<file path="src/rtl/core/sfcd_pkg.sv">
// Package for the framed command deframer: codes, item record, CRC-8 step.
// No dependencies; used by sync_framed_command_deframer.
package sfcd_pkg;

	localparam logic [7:0] SYNC_BYTE    = 8'h52;
	localparam logic [7:0] VERSION_BYTE = 8'h01;
	localparam logic [7:0] CRC_POLY     = 8'h07;

	// Result kinds
	typedef enum logic [1:0] {
		KIND_LEGACY = 2'd0,
		KIND_GOOD   = 2'd1,
		KIND_BADCRC = 2'd2,
		KIND_BADLEN = 2'd3
	} kind_t;

	// Parser phases
	typedef enum logic [2:0] {
		PH_SYNC1   = 3'd0,
		PH_SYNC2   = 3'd1,
		PH_VERSION = 3'd2,
		PH_OPCODE  = 3'd3,
		PH_LENGTH  = 3'd4,
		PH_BODY    = 3'd5,
		PH_CRC     = 3'd6,
		PH_SKIP    = 3'd7
	} phase_t;

	// Result sequencer states
	typedef enum logic [1:0] {
		EM_IDLE   = 2'd0,
		EM_LEGACY = 2'd1,
		EM_READ   = 2'd2,
		EM_LOAD   = 2'd3
	} emit_t;

	// One result item
	typedef struct packed {
		kind_t       kind;
		logic [7:0]  data;
		logic [7:0]  opcode;
		logic [7:0]  length;
		logic        present;
		logic        last;
	} item_t;

	// CRC-8, poly 0x07, MSB first, one byte per call
	function automatic logic [7:0] crc8_update(input logic [7:0] crc, input logic [7:0] b);
		logic [7:0] c;
		c = crc ^ b;
		for (int i = 0; i < 8; i++) begin
			c = {c[6:0], 1'b0} ^ (c[7] ? CRC_POLY : 8'h00);
		end
		return c;
	endfunction

endpackage

</file>
<file path="src/rtl/core/sfcd_ram.sv">
// Generic single-write, single-read RAM with registered read data.
// No dependencies.
module sfcd_ram #(
	parameter int WIDTH = 8,
	parameter int DEPTH = 64,
	localparam int AW = (DEPTH > 1) ? $clog2(DEPTH) : 1
) (
	input  logic             clk,
	input  logic             we,
	input  logic [AW-1:0]    waddr,
	input  logic [WIDTH-1:0] wdata,
	input  logic             re,
	input  logic [AW-1:0]    raddr,
	output logic [WIDTH-1:0] rdata
);

	logic [WIDTH-1:0] mem [DEPTH];

	always_ff @(posedge clk) begin
		if (we) begin
			mem[waddr] <= wdata;
		end
		if (re) begin
			rdata <= mem[raddr];
		end
	end

endmodule

</file>
<file path="src/rtl/core/sync_framed_command_deframer.sv">
// Framed command deframer top level: parser, payload RAM, result sequencer.
// Depends on sfcd_pkg and sfcd_ram.
//
// Usage: bytes from the link enter on rx_byte with in_valid/in_stall; result
// items leave on kind/data_byte/frame_opcode/frame_len/payload_present/
// last with out_valid/out_stall. A frame is 0x52 0x52 0x01 opcode length
// payload crc8. cfg_wr_en/cfg_wr_data set legacy pass-through; the user
// writes it only while idle, not enforced by the block. Throughput: one
// byte per cycle while no multi-item output is pending and the output is
// not stalled. A byte that yields a single item shows it in the cycle
// after its transfer, held in the output register; the next byte is taken
// in the same cycle the item is taken. With pass-through on, a failed
// prefix gives two or three legacy items, one per cycle while the output
// is not stalled, input stalled meanwhile. A good frame is released from
// payload RAM, a read then an output load per byte; input stalls throughout.
// Reset clears the parser to sync hunt and disables pass-through; the
// payload RAM is not cleared (every entry is written before it is read).
// A stall on the output holds the current item and, through in_stall,
// back-pressures the input.
module sync_framed_command_deframer #(
	parameter int MAX_PAYLOAD = 64,
	localparam int LW = $clog2(MAX_PAYLOAD + 1),
	localparam int AW = (MAX_PAYLOAD > 1) ? $clog2(MAX_PAYLOAD) : 1
) (
	input  logic       clk,
	input  logic       arst_n,
	input  logic       cfg_wr_en,
	input  logic       cfg_wr_data,
	input  logic       in_valid,
	output logic       in_stall,
	input  logic [7:0] rx_byte,
	output logic       out_valid,
	input  logic       out_stall,
	output logic [1:0] kind,
	output logic [7:0] data_byte,
	output logic [7:0] frame_opcode,
	output logic [7:0] frame_len,
	output logic       payload_present,
	output logic       last
);

	localparam logic [7:0] MAX_LEN = 8'(MAX_PAYLOAD);

	// State registers
	logic                   legacy_en_q;
	sfcd_pkg::phase_t       phase_q, ph_d;
	logic [7:0]             crc_q, crc_d, crc_next;
	logic [LW-1:0]          bytes_held_q, bh_d, bh_inc;
	logic [7:0]             held_op_q, op_d;
	logic [LW-1:0]          held_len_q, len_d;
	logic [8:0]             skip_q, skip_d, skip_dec;

	sfcd_pkg::emit_t        emit_q, emit_d;
	logic [1:0]             leg_cnt_q, leg_cnt_d;
	logic [7:0]             leg_byte_q;
	logic [LW-1:0]          rd_idx_q, rd_inc;

	sfcd_pkg::item_t        out_q, item_d, load_item;
	logic                   out_valid_q;

	logic in_accept, out_free, out_load;
	logic new_item, leg_start, rel_start, ram_we, ram_re;
	logic leg_step, rel_last;
	logic [7:0] ram_rdata;

	assign in_accept = in_valid && !in_stall;
	assign out_free  = !out_valid_q || !out_stall;
	assign in_stall  = (emit_q != sfcd_pkg::EM_IDLE) || (out_valid_q && out_stall);

	// Parser: next state and the item produced by this byte
	always_comb begin
		ph_d      = phase_q;
		crc_d     = crc_q;
		bh_d      = bytes_held_q;
		op_d      = held_op_q;
		len_d     = held_len_q;
		skip_d    = skip_q;
		item_d    = '0;
		item_d.kind = sfcd_pkg::KIND_LEGACY;
		new_item  = 1'b0;
		leg_start = 1'b0;
		leg_cnt_d = 2'd0;
		rel_start = 1'b0;
		ram_we    = 1'b0;
		crc_next  = sfcd_pkg::crc8_update(crc_q, rx_byte);
		bh_inc    = bytes_held_q + LW'(1);
		skip_dec  = (skip_q != 9'd0) ? skip_q - 9'd1 : 9'd0;
		case (phase_q)
			sfcd_pkg::PH_SYNC1: begin
				if (rx_byte == sfcd_pkg::SYNC_BYTE) begin
					crc_d = sfcd_pkg::crc8_update(8'h00, rx_byte);
					ph_d  = sfcd_pkg::PH_SYNC2;
				end else if (legacy_en_q) begin
					new_item    = 1'b1;
					item_d.data = rx_byte;
					item_d.last = 1'b1;
				end
			end
			sfcd_pkg::PH_SYNC2: begin
				if (rx_byte == sfcd_pkg::SYNC_BYTE) begin
					crc_d = crc_next;
					ph_d  = sfcd_pkg::PH_VERSION;
				end else begin
					// held sync first, then the offending byte
					if (legacy_en_q) begin
						new_item    = 1'b1;
						item_d.data = sfcd_pkg::SYNC_BYTE;
						leg_start   = 1'b1;
						leg_cnt_d   = 2'd1;
					end
					ph_d  = sfcd_pkg::PH_SYNC1;
					bh_d  = '0;
					crc_d = '0;
				end
			end
			sfcd_pkg::PH_VERSION: begin
				if (rx_byte == sfcd_pkg::VERSION_BYTE) begin
					crc_d = crc_next;
					ph_d  = sfcd_pkg::PH_OPCODE;
				end else begin
					if (legacy_en_q) begin
						new_item    = 1'b1;
						item_d.data = sfcd_pkg::SYNC_BYTE;
						leg_start   = 1'b1;
						leg_cnt_d   = 2'd2;
					end
					ph_d  = sfcd_pkg::PH_SYNC1;
					bh_d  = '0;
					crc_d = '0;
				end
			end
			sfcd_pkg::PH_OPCODE: begin
				op_d  = rx_byte;
				crc_d = crc_next;
				ph_d  = sfcd_pkg::PH_LENGTH;
			end
			sfcd_pkg::PH_LENGTH: begin
				crc_d = crc_next;
				if (rx_byte > MAX_LEN) begin
					new_item      = 1'b1;
					item_d.kind   = sfcd_pkg::KIND_BADLEN;
					item_d.opcode = held_op_q;
					item_d.length = rx_byte;
					item_d.last   = 1'b1;
					skip_d        = {1'b0, rx_byte} + 9'd1;
					ph_d          = sfcd_pkg::PH_SKIP;
				end else begin
					len_d = rx_byte[LW-1:0];
					bh_d  = '0;
					ph_d  = (rx_byte == 8'h00) ? sfcd_pkg::PH_CRC : sfcd_pkg::PH_BODY;
				end
			end
			sfcd_pkg::PH_BODY: begin
				ram_we = 1'b1;
				crc_d  = crc_next;
				bh_d   = bh_inc;
				if (bh_inc >= held_len_q) begin
					ph_d = sfcd_pkg::PH_CRC;
				end
			end
			sfcd_pkg::PH_CRC: begin
				if (rx_byte != crc_q) begin
					new_item      = 1'b1;
					item_d.kind   = sfcd_pkg::KIND_BADCRC;
					item_d.opcode = held_op_q;
					item_d.length = 8'(held_len_q);
					item_d.last   = 1'b1;
				end else if (held_len_q == '0) begin
					new_item      = 1'b1;
					item_d.kind   = sfcd_pkg::KIND_GOOD;
					item_d.opcode = held_op_q;
					item_d.last   = 1'b1;
				end else begin
					rel_start = 1'b1;
				end
				ph_d  = sfcd_pkg::PH_SYNC1;
				bh_d  = '0;
				crc_d = '0;
			end
			sfcd_pkg::PH_SKIP: begin
				skip_d = skip_dec;
				if (skip_dec == 9'd0) begin
					ph_d  = sfcd_pkg::PH_SYNC1;
					bh_d  = '0;
					crc_d = '0;
				end
			end
			default: begin
				ph_d  = sfcd_pkg::PH_SYNC1;
				bh_d  = '0;
				crc_d = '0;
			end
		endcase
	end

	// Payload store: written during the body, read only during release
	// (input is stalled then), so write and read never overlap.
	sfcd_ram #(
		.WIDTH (8),
		.DEPTH (MAX_PAYLOAD)
	) u_payload_ram (
		.clk   (clk),
		.we    (in_accept && ram_we),
		.waddr (bytes_held_q[AW-1:0]),
		.wdata (rx_byte),
		.re    (ram_re),
		.raddr (rd_idx_q[AW-1:0]),
		.rdata (ram_rdata)
	);

	assign rd_inc   = rd_idx_q + LW'(1);
	assign rel_last = (rd_inc == held_len_q);

	// Sequencer next state
	always_comb begin
		emit_d = emit_q;
		case (emit_q)
			sfcd_pkg::EM_IDLE: begin
				if (in_accept && leg_start) begin
					emit_d = sfcd_pkg::EM_LEGACY;
				end else if (in_accept && rel_start) begin
					emit_d = sfcd_pkg::EM_READ;
				end
			end
			sfcd_pkg::EM_LEGACY: begin
				if (out_free && leg_cnt_q == 2'd1) begin
					emit_d = sfcd_pkg::EM_IDLE;
				end
			end
			sfcd_pkg::EM_READ: begin
				if (out_free) begin
					emit_d = sfcd_pkg::EM_LOAD;
				end
			end
			sfcd_pkg::EM_LOAD: begin
				emit_d = rel_last ? sfcd_pkg::EM_IDLE : sfcd_pkg::EM_READ;
			end
			default: emit_d = sfcd_pkg::EM_IDLE;
		endcase
	end

	// Sequencer outputs: what goes into the output register
	always_comb begin
		out_load  = 1'b0;
		load_item = item_d;
		ram_re    = 1'b0;
		leg_step  = 1'b0;
		case (emit_q)
			sfcd_pkg::EM_IDLE: begin
				out_load = in_accept && new_item;
			end
			sfcd_pkg::EM_LEGACY: begin
				if (out_free) begin
					out_load          = 1'b1;
					leg_step          = 1'b1;
					load_item         = '0;
					load_item.kind    = sfcd_pkg::KIND_LEGACY;
					load_item.data    = (leg_cnt_q == 2'd1) ? leg_byte_q : sfcd_pkg::SYNC_BYTE;
					load_item.last    = (leg_cnt_q == 2'd1);
				end
			end
			sfcd_pkg::EM_READ: begin
				ram_re = out_free;
			end
			sfcd_pkg::EM_LOAD: begin
				out_load          = 1'b1;
				load_item.kind    = sfcd_pkg::KIND_GOOD;
				load_item.data    = ram_rdata;
				load_item.opcode  = held_op_q;
				load_item.length  = 8'(held_len_q);
				load_item.present = 1'b1;
				load_item.last    = rel_last;
			end
			default: begin
				out_load = 1'b0;
			end
		endcase
	end

	// Control and parser state
	always_ff @(posedge clk or negedge arst_n) begin
		if (!arst_n) begin
			legacy_en_q  <= 1'b0;
			phase_q      <= sfcd_pkg::PH_SYNC1;
			crc_q        <= '0;
			bytes_held_q <= '0;
			held_op_q    <= '0;
			held_len_q   <= '0;
			skip_q       <= '0;
			emit_q       <= sfcd_pkg::EM_IDLE;
			leg_cnt_q    <= '0;
			rd_idx_q     <= '0;
			out_valid_q  <= 1'b0;
		end else begin
			if (cfg_wr_en) begin
				legacy_en_q <= cfg_wr_data;
			end
			if (in_accept) begin
				phase_q      <= ph_d;
				crc_q        <= crc_d;
				bytes_held_q <= bh_d;
				held_op_q    <= op_d;
				held_len_q   <= len_d;
				skip_q       <= skip_d;
			end
			emit_q <= emit_d;
			if (in_accept && leg_start) begin
				leg_cnt_q <= leg_cnt_d;
			end else if (leg_step) begin
				leg_cnt_q <= leg_cnt_q - 2'd1;
			end
			if (in_accept && rel_start) begin
				rd_idx_q <= '0;
			end else if (emit_q == sfcd_pkg::EM_LOAD) begin
				rd_idx_q <= rd_inc;
			end
			if (out_load) begin
				out_valid_q <= 1'b1;
			end else if (out_valid_q && !out_stall) begin
				out_valid_q <= 1'b0;
			end
		end
	end

	// Payload registers
	always_ff @(posedge clk) begin
		if (in_accept) begin
			leg_byte_q <= rx_byte;
		end
		if (out_load) begin
			out_q <= load_item;
		end
	end

	assign out_valid       = out_valid_q;
	assign kind            = out_q.kind;
	assign data_byte       = out_q.data;
	assign frame_opcode    = out_q.opcode;
	assign frame_len       = out_q.length;
	assign payload_present = out_q.present;
	assign last            = out_q.last;

	// Checks
	a_no_overwrite: assert property (@(posedge clk) disable iff (!arst_n)
		(out_valid_q && out_stall) |-> !out_load)
		else $error("output item overwritten while stalled");

	a_read_in_range: assert property (@(posedge clk) disable iff (!arst_n)
		(emit_q == sfcd_pkg::EM_READ) |-> (rd_idx_q < held_len_q))
		else $error("payload read beyond frame length");

	a_load_after_read: assert property (@(posedge clk) disable iff (!arst_n)
		(emit_q == sfcd_pkg::EM_LOAD) |-> ($past(emit_q) == sfcd_pkg::EM_READ))
		else $error("payload load without preceding RAM read");

	a_skip_nonzero: assert property (@(posedge clk) disable iff (!arst_n)
		(phase_q == sfcd_pkg::PH_SKIP) |-> (skip_q != 9'd0))
		else $error("skip phase with empty count");

endmodule
</file>
<file path="config.mk">
export PLATFORM = sky130hd
export DESIGN_NAME = sync_framed_command_deframer
export DESIGN_NICKNAME = d
export VERILOG_FILES = /design/src/rtl/core/sfcd_pkg.sv /design/src/rtl/core/sfcd_ram.sv /design/src/rtl/core/sync_framed_command_deframer.sv
export SDC_FILE = /design/constraint.sdc
export NUM_CORES = 1
export LEC_CHECK = 0
export ABC_AREA = 1
export BUFFER_PORTS_ARGS = -buffer_cell sky130_fd_sc_hd__buf_4
export CORE_MARGIN = 4
export CORE_UTILIZATION = 65
export CTS_BUF_LIST = sky130_fd_sc_hd__clkbuf_4 sky130_fd_sc_hd__clkbuf_8
export CTS_CLUSTER_DIAMETER = 40
export CTS_CLUSTER_SIZE = 30
export DETAILED_ROUTE_END_ITERATION = 12
export PLACE_DENSITY = 0.84
export SYNTH_ARGS = -nofsm -noshare
export SYNTH_HDL_FRONTEND = slang
export SYNTH_SLANG_ARGS = --single-unit
</file>
<file path="constraint.sdc">
create_clock -name clk -period 3.2 [get_ports clk]
set_clock_uncertainty 0.05 [all_clocks]
set_input_delay 0.64 -clock clk [delete_from_list [all_inputs] [get_ports clk]]
set_output_delay 0.64 -clock clk [all_outputs]
set_load 0.05 [all_outputs]
</file>
Yosys cells after proc, flatten, opt, wreduce, memory -nomap -nowiden
Memories as Yosys holds them, arrays and structs flattened. A register that Yosys moved wholly into a read port is not among the register bits.
Cells that the tools add are included.
Storage, ports and cells
  flip-flop bits (word level): 91
  RAM bits: 512
  input port bits: 14
  output and inout bits: 30
  logic and storage cells: 194
  memories: 1
Memories
  u_payload_ram.mem: words 64, bits a word 8, read ports 1, clocked after Yosys merged registers in 1, write ports 1, line sfcd_ram.sv:17  | logic [WIDTH-1:0] mem [DEPTH];
Cells by class
  add/sub/neg operators: 5
  $lt $le $gt $ge: 2
  equal/unequal tests: 25
  muxes and demuxes: 91
  bitwise gates (word level): 18
  reductions and logical operators: 34
Operators by type and width (count)
  $xor 8x3->8: 16
  $mux 8: 9
  $mux 7: 10
  $mux 3: 19
  $pmux 28 s2: 1
  $pmux 8 s6: 1
  $pmux 7 s6: 1
  $pmux 16 s2: 1
  $mux 2: 15
  $mux 28: 1
  $pmux 3 s8: 1
  $pmux 8 s3: 1
  $mux 1: 20
  $mux 9: 2
  $ne 2x2->1 const B: 9
  $pmux 9 s2: 1
  $mux 16: 1
  $add 7x1->7 const B: 2
  $eq 3x3->1 const B: 4
  $reduce_and 3->1: 4
  $reduce_bool 2->1: 5
  $add 8x1->9 const B: 1
  $logic_not 9->1: 1
  $reduce_bool 9->1: 1
  33 further kinds: 48

Logic depth before layout (Yosys ltp)
  depth in word-level cells: 19
  mapped depth: 15
  mapped depth without buffers: 15

Cells and area by module
From an unflattened synthesis, not the netlist that was laid out.
Unflattened totals
  cells, all modules: 2511
  area total of the unflattened synthesis: 27024.7 um^2
By module, submodules not included
  sfcd_ram: instances 1, cells each 1802, area an instance 21334.2 um^2, sequential area each 15615.0 um^2
  sync_framed_command_deframer: instances 1, cells each 709, area an instance 5690.5 um^2, sequential area each 2457.4 um^2

Worst setup path before layout
Ideal clock, no wire load.
  path kind: input port to flip-flop
  start point: input port rx_byte[3]
  end point: register out_q (netlist bit data_byte[0]), enable pin
  setup time: 452 ps
  arrival time: 2584 ps
  data required time: 2698 ps
  path slack: 114 ps
  stages on the path: 9
  path buffers: 1
  path through: clkbuf_1 xnor2_1 ha_1 and3_1 nand3_1 a21oi_1 o211ai_1 o21ai_0 nand2_1
On the way
  cells in the longest elaborated chain, start to end: 5
  elaborated cells on any way between the ends: 11
  classes of those cells: 1 x order compare; 3 x eq/ne; 6 x mux; 1 x reduce/logical
Ends and longest elaborated chain
  start, declared: line sync_framed_command_deframer.sv:31  | input logic [7:0] rx_byte,
  $gt 8x7->1 (tied with other cells): line sync_framed_command_deframer.sv:139  | if (rx_byte > MAX_LEN) begin
  $mux 1, on equally long branches
  $pmux 1 s4 (*): line sync_framed_command_deframer.sv:88  | case (phase_q)
  $logic_and 1x1->1 (*): line sync_framed_command_deframer.sv:250  | out_load = in_accept && new_item;
  $pmux 1 s3 (*): line sync_framed_command_deframer.sv:248  | case (emit_q)
  net out_load: line sync_framed_command_deframer.sv:61  | logic in_accept, out_free, out_load;
  end signal, assigned: line sync_framed_command_deframer.sv:331  | out_q <= load_item;
  end, declared: line sync_framed_command_deframer.sv:58  | sfcd_pkg::item_t out_q, item_d, load_item;
Mark *: on every way through the listed nets, which the timed path passes. The rest lies on a longest branch.
A chain may end at the register's enable or synchronous reset.

Worst setup path in the final report
  start point: register bytes_held_q[4]
  end point: register phase_q[0]
On the way
  cells in the longest elaborated chain, start to end: 4
Ends and longest elaborated chain
  start, declared: line sync_framed_command_deframer.sv:48  | logic [LW-1:0] bytes_held_q, bh_d, bh_inc;
  start signal, assigned: line sync_framed_command_deframer.sv:301  | bytes_held_q <= bh_d;
  $add 7x1->7: line sync_framed_command_deframer.sv:86  | bh_inc = bytes_held_q + LW'(1);
  $ge 7x7->1: line sync_framed_command_deframer.sv:157  | if (bh_inc >= held_len_q) begin
  $ne 2x2->1 (no source line)
  $reduce_and 4->1 (no source line)
  end signal, assigned: line sync_framed_command_deframer.sv:284  | phase_q <= sfcd_pkg::PH_SYNC1;
  end signal, assigned: line sync_framed_command_deframer.sv:299  | phase_q <= ph_d;
  end, declared: line sync_framed_command_deframer.sv:46  | sfcd_pkg::phase_t phase_q, ph_d;
No other way between the ends.

==> impl_metrics.py <==
metrics = {
    "drt": {
        "routed_via_density": 6.304,
        "detail_route.drc_violations": 0,
        "via_count": 19370,
        "drt_pre_antenna_iters": 6,
        "initial_drc_count": 2706,
        "routed_wl_mm": 67.29,
        "wl_per_cell_um": 21.90,
        "route.antenna.remaining_nets": 0,
    },
    "finish": {
        "flow.area_growth_from_synthesis_pct": 11.10,
        "nets": 2536,
        "fin_cells": 3072,
        "mostFrequentLayoutCells": "sky130_fd_sc_hd__edfxtp_1, sky130_fd_sc_hd__nand2_1, sky130_fd_sc_hd__nor2_1, sky130_fd_sc_hd__o21ai_0, sky130_fd_sc_hd__buf_4",
        "mostFrequentLayoutCell": "sky130_fd_sc_hd__edfxtp_1",
        "final_util_pct": 73.43,
        "antenna_cells": 0,
        "layout-drive-gt1-share_pct": 11.94,
        "nFillCells": 2658,
        "finalInstanceArea_um2": 29310,
    },
    "clock_network": {
        "post_cts_buffers": 0,
        "cts.reportedPaths.clkPinSlew_ns": 0.09,
        "cts-htree-levels": 3,
        "clock_tree.buffer_depth": 3,
        "cts_repair_resize_count": 0,
        "clkLatencyLatePin_ns": 0.65,
        "cts.sink_count": 611,
        "cts_made_buffers": 68,
        "cts_hold_buf": 0,
        "cts_tree": "done",
        "ctsRootBufferMaster": "sky130_fd_sc_hd__clkbuf_8",
    },
    "synthesis": {
        "synth-simple-area-share_pct": 15.39,
        "postSynth.topFlopCell": "sky130_fd_sc_hd__edfxtp_1",
        "ys_seq_area_share_pct": 68.50,
        "synth-compound-area-share_pct": 10.13,
        "synth_mux_area_share_pct": 0,
        "synth-adder-area-share_pct": 1.375,
        "synthDistinctLibCells": 41,
        "synth_warnings": 0,
        "synth_xor_area_share_pct": 1.096,
        "dominant_combinational_cell_family_by_area_after_synthesis": "simple AND/OR/NAND/NOR gates",
        "synth_enable_flop_cells": 556,
        "number_of_synthesized_register_bits": 611,
        "synth_area_per_cell_um2": 11.03,
        "async_flop_share_pct": 9.002,
        "postSynthCellCount": 2391,
        "net_count_after_synthesis": 2434,
        "syn_area_um2": 26380,
    },
    "critical_path": {
        "setup.worst_path.end_class": "register",
        "critical_path.most_common_cell": "sky130_fd_sc_hd__nand2_1",
        "critical_path_class": "register to register",
        "cp_data_arrival_time_ns": 3.42,
        "cp.depth": 14,
        "reg2reg_depth": 14,
        "critical_path_required_ns": 3.72,
        "cp.buffers_inverters": 2,
        "cp-start-kind": "register",
        "critPathMaxFanout": 10,
        "crit_family": "simple AND/OR/NAND/NOR gates",
        "timing.critical_path.cells": "nand2_1 > inv_1 > nand2_1 > nor2_1 > xnor2_1 > inv_1 > ha_1 > nand2_1 > nor2_1 > a211oi_1 > nand4_1 > nand3_1 > nand2_1 > nand2_1",
        "critical-path-max-stage-delay_ns": 0.49,
        "critical_path_top_delay_cell": "sky130_fd_sc_hd__dfrtp_1",
    },
    "pwr": {
        "power.share.combinational_pct": 33.3,
        "power.internal_w": 0.01412,
        "totalPowerFinal_w": 0.02283,
        "ir_drop_mv": 0.7491,
        "p_sw_share_pct": 38.15,
        "share_seq_of_total_power_pct": 41.2,
        "pwr_density_cell_nw_per_um2": 778.8,
        "netSwitchingPower_w": 0.008709,
        "leakage_nw": 10.78,
        "power.clock.fraction_pct": 25.5,
    },
    "sta": {
        "worstMarginPinSlew_ns": 0.9309,
        "finalWorstPathRequiredPeriod_ns": 2.899,
        "fin_tns_setup_ns": 0,
        "report.final.setup_viol": 0,
        "setup_repair_after_global_routing_missed_its_margin": "no",
        "max_freq_ghz": 0.3449,
        "post-route-period-util_pct": 90.61,
        "timing.final.max_slew_violations": 0,
        "slew_headroom_pct": 37.94,
        "final_hold_viol_count": 0,
    },
    "global_route": {
        "grt_util_all_layers_pct": 30.35,
        "grt.overflow.total": 0,
        "initial_antenna_violation_count": 3,
        "grt_pass1_vias": 18820,
        "grt_pass1_wl_mm": 104.4,
        "grt_max_degree": 95,
    },
    "floorplanning": {
        "floorplan.initialDensity_pct": 66.10,
        "die-area_um2": 43870,
        "coreArea_um2": 39910,
        "floorplan_die_width_um": 209.5,
        "die_h_um": 209.5,
        "std_cell_rows": 73,
        "top_level_ports": 44,
    },
    "place": {
        "numPlacedInstances": 2948,
        "gp_congestion": 0.9681,
        "port_buffers": 43,
        "placedInstanceArea_um2": 27780,
        "dp.final_hpwl_mm": 41.86,
    },
    "flow_run": {
        "drv_cap": 0,
    },
    "outcome": {
        "outcome": "finished clean",
    },
    "hold_path": {
        "worstHoldPathType": "input pin to async pin",
    },
}
==> metal layers <==
layer,share of wire [%],track usage (%)
met5,0.039,0
met4,4.0,11.30
met3,11,6.622
met2,47,48.45
met1,38,41.78
==> worst reg2reg max path, delay by kind of cell, from the launching register on <==
family,cells,cell delay (ns)
compound gates,1,0.19
xor+xnor,1,0.17
fa+ha+maj,1,0.32
buf+inv,2,0.16
flops,1,0.49
simple gates,9,1.46
==> Yosys cell counts, drive strengths merged (3+ instances only) <==
cell type	instances	area share [%]
nand4	29	0.69
dfrtp	55	5.2
o21ai	305	5.8
o211ai	4	0.11
buf	48	0.98
a31oi	3	0.071
edfxtp	556	63
nor3	9	0.17
o22ai	149	3.5
ha	29	1.4
xnor2	10	0.33
clkinv	7	0.10
o31ai	3	0.085
a21oi	10	0.20
nor4	3	0.15
nor2	386	5.6
xor2	23	0.76
nand2	482	6.9
nand3	96	1.9
clkbuf	80	1.1
a21boi	3	0.085
inv	90	1.3
==> flip-flops by register name, summed over array words and instances, names as in the netlist <==
| name | count |
|---|---|
| bytes_held_q | 7 |
| data_byte | 8 |
| leg_cnt_q | 2 |
| skip_q | 9 |
| kind | 2 |
| u_payload_ram.rdata | 8 |
| last | 1 |
| payload_present | 1 |
| phase_q | 3 |
| out_valid | 1 |
| emit_q | 2 |
| crc_q | 8 |
| frame_len | 8 |
| u_payload_ram.mem | 512 |
| rd_idx_q | 7 |
| legacy_en_q | 1 |
| held_op_q | 8 |
| leg_byte_q | 8 |
| held_len_q | 7 |
| frame_opcode | 8 |
==> power by group through the flow <==
stage	combinational (W)	sequential (W)	clock [W]
global route	0.00830	0.00943	0.00623
floorplan	0.00462	0.00998	0
finish	0.00761	0.00940	0.00582
CTS	0.00748	0.00940	0.00586
detailed placement	0.00744	0.00958	0
global placement	0.00719	0.00956	0
==> cell type report <==
cell class	count	area [µm²]	share of cell area (%)
Clock buffer	75	1007	3.436
Timing Repair Buffer	160	1289	4.397
Multi-Input combinational cell	1555	7385	25.19
Clock inverter	49	525.5	1.793
Tap cell	525	656.9	2.241
Inverter	97	369.1	1.259
Sequential cell	611	18080	61.68
==> logic make-up after synthesis <==
kind of cell / Yosys count
AO/OA/AOI/OAI: 485
XOR/XNOR: 33
adder cells (fa/ha/maj): 29
buffers and inverters: 225
flip-flops: 611
AND/OR/NAND/NOR: 1008
==> final timing paths <==
check	from	end	slack, ns
max	bytes_held_q[4]$_DFFE_PN0P_	phase_q[0]$_DFFE_PN0P_	0.30
max in group asynchronous	arst_n	rd_idx_q[0]$_DFFE_PN0P_	2.54
min in group clk	cfg_wr_en	legacy_en_q$_DFFE_PN0P_	0.16
min	arst_n	bytes_held_q[5]$_DFFE_PN0P_	0.01
min reg2reg	held_len_q[5]$_DFFE_PN0P_	held_len_q[5]$_DFFE_PN0P_	0.45
max reg2reg	bytes_held_q[4]$_DFFE_PN0P_	phase_q[0]$_DFFE_PN0P_	0.30
==> stage by stage <==
| step | setup slack (ns) | hold slack (ns) |
|---|---|---|
| detailed placement | 0.2722 | 0.4319 |
| finish | 0.3006 | 0.01167 |
| global placement | 0.3154 | 0.4180 |
| floorplan | 0.1141 | 0.2944 |
| global route | 0.1344 | 0.05441 |
| CTS | 0.3587 | 0.005918 |
Note: power is estimated with default switching activity, not from simulation.
